[config.mk]
export PLATFORM = sky130hd
export DESIGN_NAME = smx_front
export DESIGN_NICKNAME = d
export VERILOG_FILES = /design/src/hdl/smx_pkg.sv /design/src/hdl/smx_front.sv
export SDC_FILE = /design/constraint.sdc
export NUM_CORES = 1
export LEC_CHECK = 0
export ABC_AREA = 1
export BUFFER_PORTS_ARGS = -buffer_cell sky130_fd_sc_hd__buf_2
export CORE_ASPECT_RATIO = 0.75
export CORE_UTILIZATION = 30
export CTS_BUF_LIST = sky130_fd_sc_hd__clkbuf_4 sky130_fd_sc_hd__clkbuf_8
export DETAILED_ROUTE_END_ITERATION = 10
export PLACE_DENSITY_LB_ADDON = 0.25
export SETUP_SLACK_MARGIN = 0.4
export SYNTH_ARGS = -nofsm -noshare
export SYNTH_HDL_FRONTEND = slang
export SYNTH_SLANG_ARGS = --single-unit
export TNS_END_PERCENT = 30
[constraint.sdc]
create_clock -name clock -period 2.8 [get_ports clock]
set_input_delay 0.56 -clock clock [delete_from_list [all_inputs] [get_ports clock]]
set_output_delay 0.56 -clock clock [all_outputs]
set_load 0.05 [all_outputs]
[src/hdl/smx_pkg.sv]
// Shared types and constants for the stack machine executor.
// Holds opcodes, fault codes, request/response payloads and the front-to-back queue entry.
// No dependencies.
`timescale 1ns / 1ps
`default_nettype none

package smx_pkg;

   // opcodes as they arrive on the request channel
   localparam logic [3:0] OP_IMM  = 4'd0;
   localparam logic [3:0] OP_PUSH = 4'd1;
   localparam logic [3:0] OP_JMP  = 4'd2;
   localparam logic [3:0] OP_JZ   = 4'd3;
   localparam logic [3:0] OP_JNZ  = 4'd4;
   localparam logic [3:0] OP_CALL = 4'd5;
   localparam logic [3:0] OP_ENT  = 4'd6;
   localparam logic [3:0] OP_ADJ  = 4'd7;
   localparam logic [3:0] OP_ADD  = 4'd8;
   localparam logic [3:0] OP_SUB  = 4'd9;
   localparam logic [3:0] OP_MUL  = 4'd10;
   localparam logic [3:0] OP_DIV  = 4'd11;
   localparam logic [3:0] OP_EXIT = 4'd12;

   localparam logic [1:0] FAULT_NONE      = 2'd0;
   localparam logic [1:0] FAULT_OVERFLOW  = 2'd1;
   localparam logic [1:0] FAULT_UNDERFLOW = 2'd2;
   localparam logic [1:0] FAULT_DIV_ZERO  = 2'd3;

   typedef enum logic [3:0] {
      K_IMM, K_PUSH, K_JMP, K_JZ, K_JNZ, K_CALL,
      K_ADD, K_SUB, K_MUL, K_DIV, K_EXIT, K_NOP
   } op_kind_type;

   typedef enum logic [1:0] {
      ST_IDLE, ST_DIVIDE, ST_REFILL
   } back_state_type;

   typedef struct packed {
      logic [3:0]         mode;
      logic signed [31:0] operand;
   } req_type;

   typedef struct packed {
      logic [15:0]        next_pc;
      logic signed [31:0] acc_value;
      logic signed [31:0] stack_top;
      logic [8:0]         stack_level;
      logic               halted;
      logic signed [31:0] exit_value;
      logic [1:0]         fault;
   } rsp_type;

   typedef struct packed {
      op_kind_type kind;
      logic [31:0] operand;
   } item_type;

   typedef struct packed {
      logic     valid;
      item_type item;
   } queue_head_type;

endpackage

`default_nettype wire

[src/hdl/smx_front.sv]
// Front end: accepts requests, decodes the opcode into an operation class
// and holds decoded requests in a two-entry queue. Depends on smx_pkg.
`timescale 1ns / 1ps
`default_nettype none

module smx_front (
   input  wire logic                    clock,
   input  wire logic                    reset,
   input  wire logic                    req_valid,
   output logic                         req_stall,
   input  wire smx_pkg::req_type        req_data,
   output smx_pkg::queue_head_type      head,
   input  wire logic                    pop
);

   smx_pkg::item_type q_ff [2];
   logic       wr_ptr_ff, wr_ptr_in;
   logic       rd_ptr_ff, rd_ptr_in;
   logic [1:0] fill_ff, fill_in;
   logic       push;
   smx_pkg::op_kind_type kind;

   always_comb begin
      unique case (req_data.mode) inside
         smx_pkg::OP_IMM:  kind = smx_pkg::K_IMM;
         smx_pkg::OP_PUSH: kind = smx_pkg::K_PUSH;
         smx_pkg::OP_JMP:  kind = smx_pkg::K_JMP;
         smx_pkg::OP_JZ:   kind = smx_pkg::K_JZ;
         smx_pkg::OP_JNZ:  kind = smx_pkg::K_JNZ;
         smx_pkg::OP_CALL: kind = smx_pkg::K_CALL;
         smx_pkg::OP_ADD:  kind = smx_pkg::K_ADD;
         smx_pkg::OP_SUB:  kind = smx_pkg::K_SUB;
         smx_pkg::OP_MUL:  kind = smx_pkg::K_MUL;
         smx_pkg::OP_DIV:  kind = smx_pkg::K_DIV;
         smx_pkg::OP_EXIT: kind = smx_pkg::K_EXIT;
         smx_pkg::OP_ENT, smx_pkg::OP_ADJ: kind = smx_pkg::K_NOP;
         default:          kind = smx_pkg::K_NOP;
      endcase
   end

   assign req_stall = (fill_ff == 2'd2);
   assign push      = req_valid && !req_stall;

   assign head = {(fill_ff != 2'd0), q_ff[rd_ptr_ff]};

   always_comb begin
      wr_ptr_in = push ? !wr_ptr_ff : wr_ptr_ff;
      rd_ptr_in = pop ? !rd_ptr_ff : rd_ptr_ff;
      fill_in   = fill_ff + {1'b0, push} - {1'b0, pop};
   end

   always_ff @(posedge clock) begin
      if (reset) begin
         wr_ptr_ff <= 1'b0;
         rd_ptr_ff <= 1'b0;
         fill_ff   <= 2'd0;
      end else begin
         wr_ptr_ff <= wr_ptr_in;
         rd_ptr_ff <= rd_ptr_in;
         fill_ff   <= fill_in;
      end
   end

   always_ff @(posedge clock) begin
      if (push) begin
         q_ff[wr_ptr_ff].kind    <= kind;
         q_ff[wr_ptr_ff].operand <= req_data.operand;
      end
   end

endmodule

`default_nettype wire

==> flow_summary.toml, run 1 <==
[global_routing]
grt_max_degree = 37
grt_usage = 0.1031
grt_overflow = 0
grt_pass1_vias = 1567
grt_pass1_wl_um = 7776
grt_antenna_before_repair = 0

[sta]
fmax_mhz = 469.4
fin_ws_ps = 669.7
fin_setup_tns_ps = 0
finClkSkew_ps = 4.762
max_slew_margin = 0.6631
slew_viol_final = 0
worstMarginPinSlew_ps = 505.3
setup_viol = 0
hold_viol = 0
period_minus_slack_ps = 2130
rsz0062_at_grt = "false"
finalCritPeriodShare = 0.7608

[critical_path]
cp_max_fo = 35
required_ps = 2240
start_kind = "register"
cp-end-kind = "output port"
arrival_ps = 1570
path_class = "reg -> out"

[floorplan]
fp.dieW_um = 118.1
initial_core_util = 0.3117
die_h_um = 89.10
die-area_um2 = 10520
core-area_um2 = 9736
pin_count = 78
num_rows = 31

[yosys]
synthCells = 157
yosys_warnings = 0
async_flop_share = 0
synth-main-ff-cell = "edfxtp_1"
ys_types = 14
syn_avg_cell_area_um2 = 19.33
synth_area_leaders = "edfxtp_1, mux2_4, dfxtp_1, mux2_2, buf_12"
yosysTopAreaCell = "edfxtp_1"
synth_edf_count = 72
synth_fp_nets = 199
synth_top_area_frac = 0.7126
yosys_register_bits = 77
yosys-top-cells-count = "edfxtp_1, mux2_4, nand2_1, inv_1, nor2_1"
yosysSeqAreaShare = 0.7456
syn_area_um2 = 3034
synth_most_common_cell = "edfxtp_1"

[pwr]
p_per_area_nw_per_um2 = 760.8
p_leak_nw = 1.523
irDropWorstVdd_uv = 316.2

[cells_and_area]
synthToLayoutAreaGrowth_pct = 24.08
final_util = 0.3867
fin_nets = 286
diodes = 0
drive_gt1_frac = 0.5382

[routing]
antenna_left = 0
route.detailed.drc = 0
viasPerCell = 4.037
vias = 1538
drt_iter0_drc = 62
wl_per_cell_um = 13.05
routed_wl_um = 4972
drt_pre_antenna_iters = 4

[placement]
pre_cts_ws_ps = 1031
place_congestion = 0.7097
io_buffers = 77
dpl.hpwl_um = 3228

[cts]
cts_tree = "built"
holdBufCountCts = 0
cts_resized = 0
clk_pin_slew_worst_paths_ps = 70
cts_root_buf = "clkbuf_8"
cts_setup_buffers = 0
cts_buffers = 9
clock_latency_ps = 340
h-tree-depth = 3
clock_path_buffers = 2
cts_sinks = 77

[run_status]
status = "complete, no violations"

[hold_path]
hold_path.class = "in -> reg"

[flow_run]
maxCapViolations = 0
-- where the power goes --
| part | internal [mW] | switching (mW) | leakage (nW) | total (mW) |
|---|---|---|---|---|
| combinational | 0.203 | 0.443 | 0.708 | 0.646 |
| sequential | 1.38 | 0.0258 | 0.712 | 1.40 |
| clock | 0.460 | 0.358 | 0.103 | 0.817 |
| total | 2.04 | 0.827 | 1.52 | 2.86 |
-- worst paths after layout --
path,startpoint,to,slack [ps],cells after the start
setup / recovery,register,head[31],670,3
hold / removal,req_data[13],q_ff[1][13],400,1
setup reg to reg,fill_ff[0],q_ff[0][25],1280,5
hold reg to reg,rd_ptr_ff,rd_ptr_ff,520,2
-- layout make-up --
cell class              count  area [µm²]
fillers                   938        5971
flip-flops and latches     77        2263
multi-input cells          66       670.6
repair buffers             80       432.9
well taps                 132       165.2
clock buffers              14       161.4
inverters                  10       37.54
clock inverters             2       33.78
-- through the flow --
stage	instance area [µm²]	total power, mW	instances	hold slack (ps)
after CTS	3765	2.910	381	377.3
after detailed placement	3570	2.085	365	510.6
final	3765	2.864	381	401.8
after global routing	3765	2.991	381	372.5
after floorplan	3037	1.945	157	479.9
after global placement	3570	2.079	365	497.7
-- cell families (layout without fill, tap and decap cells) --
kind of cell	Yosys count	in the layout	share of synthesized area
buffers and inverters	14	106	0.03588
xor gates and xnor gates	1	1	0.002887
and+or+nand+nor	24	24	0.03175
AOI/OAI and AO/OA	3	3	0.004947
DFF	77	77	0.7456
adders and majority gates	2	2	0.008246
muxes	36	36	0.1707
-- cells in the final DEF, fill, tap and decap left out, types with 2 or more instances in the layout --
cell type | synthesis | routed
buf_2 | 0 | 77
edfxtp_1 | 72 | 72
mux2_4 | 30 | 30
nand2_1 | 12 | 12
inv_1 | 10 | 10
clkbuf_8 | 0 | 9
nor2_1 | 8 | 7
mux2_2 | 6 | 6
clkbuf_4 | 0 | 5
dfxtp_1 | 5 | 4
nand3_1 | 3 | 3
a21oi_1 | 3 | 3
ha_1 | 2 | 2
buf_12 | 3 | 2
-- critical path: stages (launching register included) --
cell and delay, ps:
dfxtp_2 350, buf_12 270, mux2_2 370, buf_2 210
-- metal layers --
metal	up-vias	track usage	routed length, µm	share of wire
met2	57	0.1578	2220	0.45
li1	757	-	-	-
met1	714	0.1188	2244	0.45
met3	10	0.05931	427	0.086
met4	0	0.04545	80	0.016
met5	-	0	0	0
-- sequential cells by signal (all words and copies together) (netlist names), named ones only --
register and cells:
fill_ff 2, q_ff 72, wr_ptr_ff 1, rd_ptr_ff 1
Power figures use the tool's default switching activity.
==> run 2, diff against run 1 <==
clock period = 2.2 ns   (was 2.8 ns; I/O delays follow)
==> run 2 against run 1 <==
Compared with the run above: routed wire length grew 20%; sequential power up 28%; via count up 7.0%; first-iteration DRC count is 53% higher; total power grew 33%; sequential share of layout area decreased by 5.3 points; setup slack worse by 390 ps; critical path depth grew 1; critical path type unchanged.
==> flow_summary.toml, run 2 (synthesis results as in run 1) <==
[cells_and_area]
stdcell_count = 391
reg_top3 = "q_ff x72, fill_ff x2"
largest_reg_flops = 72
final_common_cell = "edfxtp_1"
n_fill_cell = 881
regArea_um2 = 2266
drive_gt1_frac = 0.5521
top_register = "q_ff"
fin_area_um2 = 4131
synthToLayoutAreaGrowth_pct = 36.16
multi_input_area_um2 = 670.6
layout_common_cells = "edfxtp_1, buf_2, mux2_4, buf_6, nand2_1"
diodes = 0
fin_nets = 297

[floorplan]
pin_count = 78
num_rows = 31
core-area_um2 = 9736
die-area_um2 = 10520
initial_core_util = 0.3117
fp.dieW_um = 118.1
die_h_um = 89.10

[routing]
vias = 1646
routed_wl_um = 5968
drt_pre_antenna_iters = 4
antenna_left = 0
wl_per_cell_um = 15.26
drt_iter0_drc = 95
viasPerCell = 4.210
route.detailed.drc = 0

[placement]
place_inst = 367
dpl_cell_area_um2 = 3572
dpl.hpwl_um = 3434
place_congestion = 0.7486
io_buffers = 77

[flow_run]
maxCapViolations = 0

[global_routing]
grt_max_degree = 20
met1_usage = 0.1400
met3_usage = 0.05038
grt.busiest_layer = "met2"
grt_antenna_before_repair = 0
grt_overflow = 0
grt_usage = 0.1173
global_route.usage.met2 = 0.1856
grt_pass1_wl_um = 8645
grt_pass1_vias = 1581

[cts]
clock_path_buffers = 2
clk_pin_slew_worst_paths_ps = 80
clock_latency_ps = 350
cts_buffers = 9
cts_tree = "built"
holdBufCountCts = 0
h-tree-depth = 3
cts_sinks = 77
cts_root_buf = "clkbuf_8"

[run_status]
status = "complete, no violations"

[critical_path]
path_class = "reg -> out"
critical_path.max_stage_delay_ps = 400
cp-end-kind = "output port"
cpLargestDelayFamily = "buffers and inverters"
start_kind = "register"
cp_max_fo = 4
arrival_ps = 1480
path_buf_inv = 3
crit_top_cell = "buf_6"
cp_cell_sequence = "buf_6 -> clkbuf_16 -> mux2_4 -> buf_6"
cp_slowest_cell = "dfxtp_4"
r2r-start = "fill_ff[0]"
required_ps = 1760

[sta]
slew_viol_final = 0
max_slew_margin = 0.8100
fmax_mhz = 520.1
period_minus_slack_ps = 1923
rsz0062_at_grt = "true"
timing.hold.ws_ps = 267.1
hold_viol = 0
fin_setup_tns_ps = 0
finalCritPeriodShare = 0.8740
setup_viol = 0
finClkSkew_ps = 9.341
worstMarginPinSlew_ps = 285.0

[pwr]
irDropWorstVdd_uv = 336.5
power.total_mw = 3.797
p_leak_nw = 1.669
p_per_area_nw_per_um2 = 919.1

[hold_path]
hold_path.class = "in -> reg"
hp-start = "req_data[10]"
==> run 2: power by group <==
| part | total, mW | internal [mW] | switching [mW] | leakage [nW] |
|---|---|---|---|---|
| sequential | 1.79 | 1.75 | 0.0361 | 0.713 |
| combinational | 1.02 | 0.414 | 0.610 | 0.867 |
| clock | 0.988 | 0.505 | 0.483 | 0.0899 |
==> run 2: final cells by class <==
type                            count  share of cell area
Sequential cell                    77              0.5485
Clock buffer                        9             0.02998
Tap cell                          132             0.03998
Timing Repair Buffer               91              0.1969
Multi-Input combinational cell     66              0.1623
Clock inverter                      6             0.01333
Inverter                           10            0.009085
==> run 2: worst paths after layout <==
path	to	slack (ps)	cells past startpoint
max	head[28]	280	4
min	q_ff[0][10]	270	1
max reg2reg	fill_ff[1]	650	10
min reg2reg	register	540	2
==> run 2: layer usage <==
metal,wire length (µm),vias up
met5,0,-
met4,87,0
met3,377,7
met2,2827,58
met1,2676,799
li1,-,782
==> run 2: timing repair <==
item / 4_1_cts / 5_1_grt
endpoints found under the setup margin: 36 / 36
cloned: 3 / 3
resized for setup: 65 / 3
buffers inserted: 3 / 0
==> run 2: per-stage QoR <==
stage                       util  setup slack [ps]
after floorplan                -             542.6
after global placement    0.3669             557.7
after detailed placement  0.3669             554.9
after CTS                 0.4155             236.9
after global routing      0.4244             219.1
final                     0.4244             277.2
==> run 3, diff against run 2 <==
clock period = 1.72 ns   (was 2.2 ns; I/O delays follow)
==> run 3 against run 2 <==
Compared with the run above: the flow now finishes with violations (setup timing); combinational power is 43% higher; critical path depth stayed put; count of clock-buffer cells in the layout is 1 higher; highest routed layer unchanged.
==> flow_summary.toml, run 3 (synthesis results as in run 1) <==
[run_status]
status = "finished, violations left"
violations = "setup timing"

[floorplan]
die-area_um2 = 10520
fp.dieW_um = 118.1
initial_core_util = 0.3117
num_rows = 31
die_h_um = 89.10
pin_count = 78
core-area_um2 = 9736

[cells_and_area]
final_util = 0.4456
reg_top3 = "q_ff x72, fill_ff x2"
fin_nets = 298
layout_common_cells = "edfxtp_1, buf_2, mux2_4, buf_6, clkbuf_8"
top_register = "q_ff"
drive_gt1_frac = 0.6322
regArea_um2 = 2273
stdcell_count = 393
n_fill_cell = 894
synthToLayoutAreaGrowth_pct = 42.97
diodes = 0
largest_reg_flops = 72
final_common_cell = "edfxtp_1"
multi_input_area_um2 = 754.5

[sta]
fin_ws_ps = -100.7
slew_viol_final = 0
period_minus_slack_ps = 1821
worstMarginPinSlew_ps = 201.8
fmax_mhz = 549.2
hold_viol = 0
finClkSkew_ps = 6.329
finalCritPeriodShare = 1.059
max_slew_margin = 0.8654
setup_viol = 36
rsz0062_at_grt = "true"

[pwr]
switching_power_mw = 1.510
pwr-share-comb = 0.295
sw_frac_of_total = 0.3048
p_leak_nw = 1.721
pwr-share-seq = 0.464
clockPowerShare = 0.240
p_per_area_nw_per_um2 = 1142
irDropWorstVdd_uv = 683.3
p_int_mw = 3.445

[routing]
drt_pre_antenna_iters = 4
vias = 1624
routed_wl_um = 5678
wl_per_cell_um = 14.45
drt_iter0_drc = 58
antenna_left = 0
route.detailed.drc = 0
viasPerCell = 4.132

[critical_path]
cp-end-kind = "output port"
path_class = "reg -> out"
arrival_ps = 1480
cp_max_fo = 7
required_ps = 1380
start_kind = "register"

[placement]
place_congestion = 0.6802
dpl.hpwl_um = 3374
place_inst = 368
io_buffers = 77

[flow_run]
maxCapViolations = 0

[global_routing]
grt_usage = 0.1118
grt_overflow = 0
grt_max_degree = 20
grt_antenna_before_repair = 0
grt_pass1_wl_um = 8286
grt_pass1_vias = 1574

[cts]
clock_latency_ps = 350
cts_sinks = 77
cts_tree = "built"
holdBufCountCts = 0
clk_pin_slew_worst_paths_ps = 80
cts_root_buf = "clkbuf_8"
h-tree-depth = 3
clock_path_buffers = 2
cts_buffers = 9

[hold_path]
hold_path.class = "in -> reg"
==> run 3: power groups by stage <==
stage / logic [mW] / registers, mW / clock network (mW)
floorplan: 0.860 / 2.32 / 0
global placement: 1.08 / 2.33 / 0
detailed placement: 1.08 / 2.33 / 0
CTS: 1.38 / 2.29 / 1.24
global route: 1.55 / 2.32 / 1.32
finish: 1.46 / 2.30 / 1.19
==> run 3: final timing paths <==
| path | start | end | slack (ps) | depth (start not counted) |
|---|---|---|---|---|
| max reg2reg | fill_ff[0] | fill_ff[1] | 300 | 10 |
| min reg2reg | wr_ptr_ff | wr_ptr_ff | 560 | 2 |
| max | register | head[31] | -100 | 4 |
| min | req_data[8] | q_ff[1][8] | 180 | 1 |
==> run 3: critical path, stage by stage, from the launching register on <==
cell and delay, ps:
dfxtp_4 380, buf_4 140, buf_12 140, mux2_4 310
buf_6 160
==> run 3: cell type report <==
type / count / share of cell area
repair buffers: 92 / 0.2120
well taps: 132 / 0.03807
flip-flops and latches: 77 / 0.5241
clock buffers: 10 / 0.03173
inverters: 10 / 0.01125
multi-input cells: 66 / 0.1739
clock inverters: 6 / 0.008941
==> run 3: what timing repair did <==
action,in CTS,in global routing
cloned,2,2
pin swaps,7,9
resized for setup,105,17
hold endpoints to repair,0,0
setup buffers,2,3
setup endpoints to repair,56,88
==> run 3: per-layer routing <==
layer  vias up  global-route usage  wire length [µm]
met2        62              0.1701              2630
li1        783                   -                 -
met5         -                   0                 0
met4         0             0.02797                35
met1       774              0.1354              2584
met3         5             0.06696               428
==> run 3: per-stage QoR <==
stage	instance area, µm²	setup WS [ps]	hold WS, ps	power, mW	TNS [ps]
2_1_floorplan	3052	252.8	407.8	3.176	0
3_3_place_gp	3602	231.8	498.8	3.408	0
3_5_place_dp	3602	189.6	509.3	3.412	0
4_1_cts	4194	-145.2	154.1	4.918	-3238
5_1_grt	4338	-171.0	142.4	5.182	-5642
6_report	4338	-100.7	180.2	4.955	-3161
